$ cat src/hdl/spq_pkg.sv
// ----------------------------------------------------------------------------
// spq_pkg: shared types and codes for the sorted priority queue
// Operation codes, status codes and the control word sent along the cells.
// ----------------------------------------------------------------------------
`default_nettype none

package spq_pkg;

    localparam int DATA_W   = 32;
    localparam int STATUS_W = 2;

    localparam logic OP_INSERT = 1'b0;
    localparam logic OP_REMOVE = 1'b1;

    localparam logic [STATUS_W-1:0] STAT_OK    = 2'd0;
    localparam logic [STATUS_W-1:0] STAT_EMPTY = 2'd1;
    localparam logic [STATUS_W-1:0] STAT_FULL  = 2'd2;

    typedef logic [DATA_W-1:0] t_data;

    typedef struct packed {
        logic ins;
        logic rem;
    } t_cell_ctrl;

endpackage

`default_nettype wire

$ cat src/hdl/spq_cell.sv
// ----------------------------------------------------------------------------
// spq_cell: one slot of the sorted queue
// Holds one entry; on insert it keeps, takes the new entry or takes its left
// neighbor's entry; on remove it takes its right neighbor's entry.
// ----------------------------------------------------------------------------
`default_nettype none

module spq_cell #(
    parameter int PRIO_BITS = 8
) (
    input  wire                      i_clk,
    input  wire spq_pkg::t_cell_ctrl i_ctrl,
    input  wire                      i_occupied,
    input  wire spq_pkg::t_data      i_new_value,
    input  wire [PRIO_BITS-1:0]      i_new_prio,
    input  wire                      i_left_moves,
    input  wire spq_pkg::t_data      i_left_value,
    input  wire [PRIO_BITS-1:0]      i_left_prio,
    input  wire spq_pkg::t_data      i_right_value,
    input  wire [PRIO_BITS-1:0]      i_right_prio,
    output logic                     o_moves,
    output spq_pkg::t_data           o_value,
    output logic [PRIO_BITS-1:0]     o_prio
);

    spq_pkg::t_data       r_value;
    logic [PRIO_BITS-1:0] r_prio;
    spq_pkg::t_data       n_value;
    logic [PRIO_BITS-1:0] n_prio;

    // new entry belongs at or before this slot
    assign o_moves = !i_occupied || (r_prio > i_new_prio);

    always_comb begin
        n_value = r_value;
        n_prio  = r_prio;
        if (i_ctrl.ins) begin
            if (i_left_moves) begin
                n_value = i_left_value;
                n_prio  = i_left_prio;
            end else if (o_moves) begin
                n_value = i_new_value;
                n_prio  = i_new_prio;
            end
        end else if (i_ctrl.rem) begin
            n_value = i_right_value;
            n_prio  = i_right_prio;
        end
    end

    always_ff @(posedge i_clk) begin
        r_value <= n_value;
        r_prio  <= n_prio;
    end

    assign o_value = r_value;
    assign o_prio  = r_prio;

endmodule

`default_nettype wire

$ cat src/hdl/sorted_priority_queue.sv
// ----------------------------------------------------------------------------
// sorted_priority_queue: priority queue kept sorted in a row of cells
// Entries are held in service order; lowest priority number leaves first,
// equal priorities leave in arrival order.
// ----------------------------------------------------------------------------
// Usage:
//   Input channel (i_valid/o_ready) carries an op with a data word and a
//   priority: insert (op 0) or remove head (op 1). Every input transaction
//   yields exactly one output transaction (o_valid/i_ready) carrying the
//   removed data word with its valid flag, a status code, the empty flag and
//   the entry count after the step.
//   Insert on a full queue is dropped with status 2; remove on an empty
//   queue returns status 1 and out_valid 0.
//   The result is registered: all cells compare against the new priority in
//   parallel and shift by one slot at the edge that takes the input, so one
//   transaction is taken every cycle while the receiver keeps up. The single
//   output register sets the rate: a new input is taken while the held
//   result is being taken or when none is held. If the receiver stalls, the
//   result is held and o_ready drops until it leaves.
//   Reset clears the entry count and the output valid flag; slot contents
//   are not cleared and are never read before they are written.
// ----------------------------------------------------------------------------
`default_nettype none

module sorted_priority_queue #(
    parameter int DEPTH     = 16,
    parameter int PRIO_BITS = 8,
    parameter int CNT_W     = $clog2(DEPTH + 1)
) (
    input  wire                           i_clk,
    input  wire                           i_rst_n,
    input  wire                           i_valid,
    output logic                          o_ready,
    input  wire                           i_op,
    input  wire signed [31:0]             i_item_value,
    input  wire [PRIO_BITS-1:0]           i_item_priority,
    output logic                          o_valid,
    input  wire                           i_ready,
    output logic signed [31:0]            o_out_value,
    output logic                          o_out_valid,
    output logic [spq_pkg::STATUS_W-1:0]  o_status,
    output logic                          o_now_empty,
    output logic [CNT_W-1:0]              o_entry_count
);

    localparam logic [CNT_W-1:0] FULL_CNT = CNT_W'(DEPTH);

    logic [CNT_W-1:0]             r_count;
    logic [CNT_W-1:0]             n_count;
    logic                         accept;
    logic                         is_full;
    logic                         is_empty;
    spq_pkg::t_cell_ctrl          ctrl;
    logic [spq_pkg::STATUS_W-1:0] n_status;

    logic                 moves [DEPTH];
    spq_pkg::t_data       cell_value [DEPTH];
    logic [PRIO_BITS-1:0] cell_prio [DEPTH];

    logic                         r_valid;
    spq_pkg::t_data               r_out_value;
    logic                         r_out_valid;
    logic [spq_pkg::STATUS_W-1:0] r_status;
    logic                         r_now_empty;
    logic [CNT_W-1:0]             r_entry_count;

    assign o_ready  = !r_valid || i_ready;
    assign accept   = i_valid && o_ready;
    assign is_full  = (r_count == FULL_CNT);
    assign is_empty = (r_count == '0);

    always_comb begin
        ctrl     = '0;
        n_count  = r_count;
        n_status = spq_pkg::STAT_OK;
        if (accept) begin
            if (i_op == spq_pkg::OP_INSERT) begin
                if (is_full) begin
                    n_status = spq_pkg::STAT_FULL;
                end else begin
                    ctrl.ins = 1'b1;
                    n_count  = r_count + 1'b1;
                end
            end else begin
                if (is_empty) begin
                    n_status = spq_pkg::STAT_EMPTY;
                end else begin
                    ctrl.rem = 1'b1;
                    n_count  = r_count - 1'b1;
                end
            end
        end
    end

    for (genvar g = 0; g < DEPTH; g++) begin : g_cell
        logic                 left_moves;
        spq_pkg::t_data       left_value;
        logic [PRIO_BITS-1:0] left_prio;
        spq_pkg::t_data       right_value;
        logic [PRIO_BITS-1:0] right_prio;

        if (g == 0) begin : g_first
            assign left_moves = 1'b0;
            assign left_value = cell_value[g];
            assign left_prio  = cell_prio[g];
        end else begin : g_inner
            assign left_moves = moves[g-1];
            assign left_value = cell_value[g-1];
            assign left_prio  = cell_prio[g-1];
        end

        if (g == DEPTH - 1) begin : g_last
            assign right_value = cell_value[g];
            assign right_prio  = cell_prio[g];
        end else begin : g_mid
            assign right_value = cell_value[g+1];
            assign right_prio  = cell_prio[g+1];
        end

        spq_cell #(
            .PRIO_BITS (PRIO_BITS)
        ) u_cell (
            .i_clk         (i_clk),
            .i_ctrl        (ctrl),
            .i_occupied    (r_count > CNT_W'(g)),
            .i_new_value   (spq_pkg::t_data'(i_item_value)),
            .i_new_prio    (i_item_priority),
            .i_left_moves  (left_moves),
            .i_left_value  (left_value),
            .i_left_prio   (left_prio),
            .i_right_value (right_value),
            .i_right_prio  (right_prio),
            .o_moves       (moves[g]),
            .o_value       (cell_value[g]),
            .o_prio        (cell_prio[g])
        );
    end

    always_ff @(posedge i_clk) begin
        if (!i_rst_n) begin
            r_count <= '0;
            r_valid <= 1'b0;
        end else begin
            r_count <= n_count;
            if (accept) begin
                r_valid <= 1'b1;
            end else if (i_ready) begin
                r_valid <= 1'b0;
            end
        end
    end

    always_ff @(posedge i_clk) begin
        if (accept) begin
            r_out_value   <= ctrl.rem ? cell_value[0] : '0;
            r_out_valid   <= ctrl.rem;
            r_status      <= n_status;
            r_now_empty   <= (n_count == '0);
            r_entry_count <= n_count;
        end
    end

    assign o_valid       = r_valid;
    assign o_out_value   = signed'(r_out_value);
    assign o_out_valid   = r_out_valid;
    assign o_status      = r_status;
    assign o_now_empty   = r_now_empty;
    assign o_entry_count = r_entry_count;

endmodule

`default_nettype wire

$ cat config.mk
export PLATFORM = sky130hd
export DESIGN_NAME = sorted_priority_queue
export DESIGN_NICKNAME = d
export VERILOG_FILES = /design/src/hdl/spq_pkg.sv /design/src/hdl/spq_cell.sv /design/src/hdl/sorted_priority_queue.sv
export SDC_FILE = /design/constraint.sdc
export NUM_CORES = 2
export LEC_CHECK = 0
export ABC_AREA = 0
export BUFFER_PORTS_ARGS = -buffer_cell sky130_fd_sc_hd__buf_4
export CORE_ASPECT_RATIO = 0.6
export CORE_MARGIN = 2
export CORE_UTILIZATION = 45
export DETAILED_ROUTE_END_ITERATION = 8
export GPL_ROUTABILITY_DRIVEN = 0
export GPL_TIMING_DRIVEN = 0
export PLACE_DENSITY = 0.68
export SLEW_MARGIN = 20
export SYNTH_ARGS = -nofsm -noshare
export SYNTH_HDL_FRONTEND = slang
export SYNTH_SLANG_ARGS = --single-unit
$ cat constraint.sdc
create_clock -name i_clk -period 11.48 [get_ports i_clk]
set_input_delay 0.574 -clock i_clk [delete_from_list [all_inputs] [get_ports i_clk]]
set_output_delay 0.574 -clock i_clk [all_outputs]
set_load 0.005 [all_outputs]
==> impl_metrics.py <==
metrics = {
    "run_status": {
        "status": "complete, no violations",
    },
    "synth": {
        "synth_top_area_share_pct": 55.44,
        "syn_inst": 3249,
        "synth_edf_count": 681,
        "ys_seq_area_share_pct": 55.77,
        "ys_types": 53,
        "avgSynthCellArea_um2": 11.35,
        "synth_ff_type": "edfxtp_1",
        "netlist_area_um2": 36880,
        "async_reset_ff_share_pct": 0,
        "synth_seq_cells": 687,
        "netlist_top_cells_area": "edfxtp_1, mux2i_1, a21oi_1, ha_1, nand2_1",
        "syn_nets": 3428,
        "yosysTopAreaCell": "edfxtp_1",
        "yosys_warnings": 0,
        "synth_common_cells": "edfxtp_1, mux2i_1, a21oi_1",
        "synth.most_common_cell": "edfxtp_1",
    },
    "critical_path": {
        "crit_fanout": 19,
        "criticalPathCategory": "in -> reg",
        "cp-end-kind": "register",
        "cp-start-kind": "primary input",
        "crit_required_ps": 11810,
        "rrSetupSlack_ps": 6890,
        "rr_startpoint": "o_valid$_SDFFE_PN0P_",
        "crit_arrival_ps": 5820,
        "r2r_cells": 10,
        "r2r-end": "g_cell[6].u_cell.o_value[0]$_DFFE_PP_",
    },
    "cells_and_area": {
        "finalNonFillerCells": 4571,
        "multi_input_area_um2": 15280,
        "syn2layout_area_growth_pct": 14.24,
        "final_area_um2": 42140,
        "drive_gt1_share_pct": 11.63,
        "nets": 3618,
        "register_area_um2": 20570,
        "fill_cells": 7103,
    },
    "clock_tree": {
        "post-cts-setup-buffers": 0,
        "clk_pin_slew_ps": 60,
        "htreeDepth": 3,
        "hold_buffers": 0,
        "cts-resized-gates": 0,
        "clk_latency_ps": 660,
        "cts_sinks": 687,
        "cts_tree": "built",
        "numCtsBuffers": 69,
        "clk_path_buf_depth": 3,
        "root_buffer": "clkbuf_16",
    },
    "grt": {
        "met2_usage_pct": 38.96,
        "grt_max_degree": 48,
        "grt_pass1_vias": 26410,
        "grt_util_met3_pct": 10.03,
        "overflow": 0,
        "grtUsageMet1_pct": 44.36,
        "grtUsageTotal_pct": 28.93,
        "grt_pass1_wl_mm": 179.6,
        "antenna_found_initial": 2,
        "grt_busiest_layer": "met1",
    },
    "power": {
        "powerDensity_nw_per_um2": 194.0,
        "peakVddDrop_v": 0.0001224,
        "p_leak_nw": 16.65,
    },
    "sta": {
        "report.final.setup_viol": 0,
        "rsz0062_at_grt": "no",
        "slew_headroom_pct": 19.64,
        "finalWorstSetupSlack_ps": 5990,
        "finClkSkew_ps": 37.80,
        "fin_crit_sh_pct": 47.82,
        "fin_hold_ws_ps": 174.3,
        "hold_viol": 0,
        "drv_slew": 0,
        "fin_tns_setup_ps": 0,
        "period_needed_ps": 5490,
        "fmax_mhz": 182.1,
        "worstMarginPinSlew_ps": 1205,
    },
    "detailed_routing": {
        "ant_nets": 0,
        "first_pass_iters": 7,
        "wl_per_cell_um": 27.07,
        "viasPerCell": 6.181,
        "first_iter_violations": 4873,
        "drt_wl_total_mm": 123.7,
        "drc": 0,
        "vias": 28250,
    },
    "worst_hold_path": {
        "worstHoldEndpoint": "r_count[4]$_SDFF_PN0_",
        "whs_path_depth": 2,
        "min_from": "i_rst_n",
        "hp-class": "in -> reg",
    },
    "floorplan": {
        "die_width_um": 373.6,
        "dieHeight_um": 225.8,
        "io_pins": 88,
        "coreArea_um2": 81280,
        "dieArea_um2": 84340,
        "rows": 81,
        "start_util_pct": 45.38,
    },
    "placement": {
        "dp_hpwl_mm": 91.69,
        "dp_cells": 4447,
        "place_ws_ps": 5776,
        "numPortBuffers": 86,
        "placed_cell_area_um2": 40040,
    },
    "flow_run": {
        "max_cap_violations": 0,
    },
}
-- worst max-delay path, cell delays in order --
cell and delay, ps:
buf_4 190, clkbuf_1 750, inv_1 840, ha_1 600, a211oi_1 90, nor2_1 210, nor4bb_1 100, o21ai_2 730
buf_2 570, inv_1 220, a31oi_4 660, buf_16 250
-- per-layer routing --
layer  vias to the layer above  part of all wire, %
met2                      2012                   38
met3                       180                   16
met4                         0                  1.9
met5                         -                    0
met1                     13760                   44
li1                      12310                    -
-- power breakdown --
part | total, W | switching [W] | internal [W]
registers | 0.00363 | 0.000257 | 0.00337
logic | 0.00233 | 0.00146 | 0.000870
clock network | 0.00222 | 0.00102 | 0.00119
-- logic make-up (layout without fill, tap and decap cells) --
kind of cell | count (synthesis) | count (layout) | share of synthesized area (%)
adders and majority gates | 134 | 134 | 4.546
muxes | 600 | 600 | 16.42
DFF | 687 | 687 | 55.77
buffers and inverters | 282 | 524 | 3.576
and+or+nand+nor | 834 | 834 | 9.536
xor gates and xnor gates | 2 | 2 | 0.04750
AOI/OAI and AO/OA | 710 | 710 | 10.11
other | 0 | 1 | 0
-- layout make-up --
class / count / share of cell area (%)
Clock buffer: 86 / 4.401
Sequential cell: 687 / 48.82
Buffer: 242 / 2.779
Timing Repair Buffer: 119 / 3.602
Antenna cell: 1 / 0.005939
Multi-Input combinational cell: 2280 / 36.27
Inverter: 40 / 0.3623
Clock inverter: 37 / 0.5583
Tap cell: 1079 / 3.204
-- cell usage in the layout, fill, tap and decap left out, types with 18 or more instances in the layout --
cell / count
inv_1: 38
nand4_1: 25
buf_2: 77
clkbuf_1: 129
clkinv_1: 18
a21oi_1: 364
nand2_1: 358
mux2_2: 40
and2_1: 42
o21ai_0: 187
nor2b_1: 18
nor2_1: 342
mux2i_1: 560
ha_1: 134
buf_4: 116
edfxtp_1: 681
clkbuf_16: 72
buf_16: 30
o21ai_1: 86
-- how the worst max path moves through the flow --
stage	start	to	slack, ps	depth (start not counted)
2_1_floorplan	i_item_priority[5]	g_cell[2].u_cell.o_prio[0]$_DFFE_PP_	6360	10
3_3_place_gp	i_item_priority[4]	g_cell[3].u_cell.o_value[12]$_DFFE_PP_	1780	11
3_5_place_dp	i_item_priority[5]	g_cell[3].u_cell.o_value[11]$_DFFE_PP_	5780	12
4_1_cts	i_item_priority[5]	g_cell[3].u_cell.o_value[31]$_DFFE_PP_	6360	12
5_1_grt	i_item_priority[5]	g_cell[3].u_cell.o_prio[5]$_DFFE_PP_	6130	12
6_report	i_item_priority[5]	g_cell[3].u_cell.o_prio[7]$_DFFE_PP_	5990	12
-- per-stage QoR --
stage | utilization (%) | total power (W)
final | 51.84 | 0.008175
after global routing | 51.84 | 0.008456
after CTS | 51.83 | 0.008093
after detailed placement | 49.26 | 0.005906
after global placement | 47.83 | 0.005730
after floorplan | - | 0.005000
-- registers in the layout, summed over array words and instances, names as in the netlist, 2 cells and up --
signal and count:
r_count 5, g_cell.u_cell.o_prio 128, g_cell.u_cell.o_value 512, o_entry_count 5, o_out_value 32, o_status 2
No activity file was read; power rests on OpenSTA's default activity.
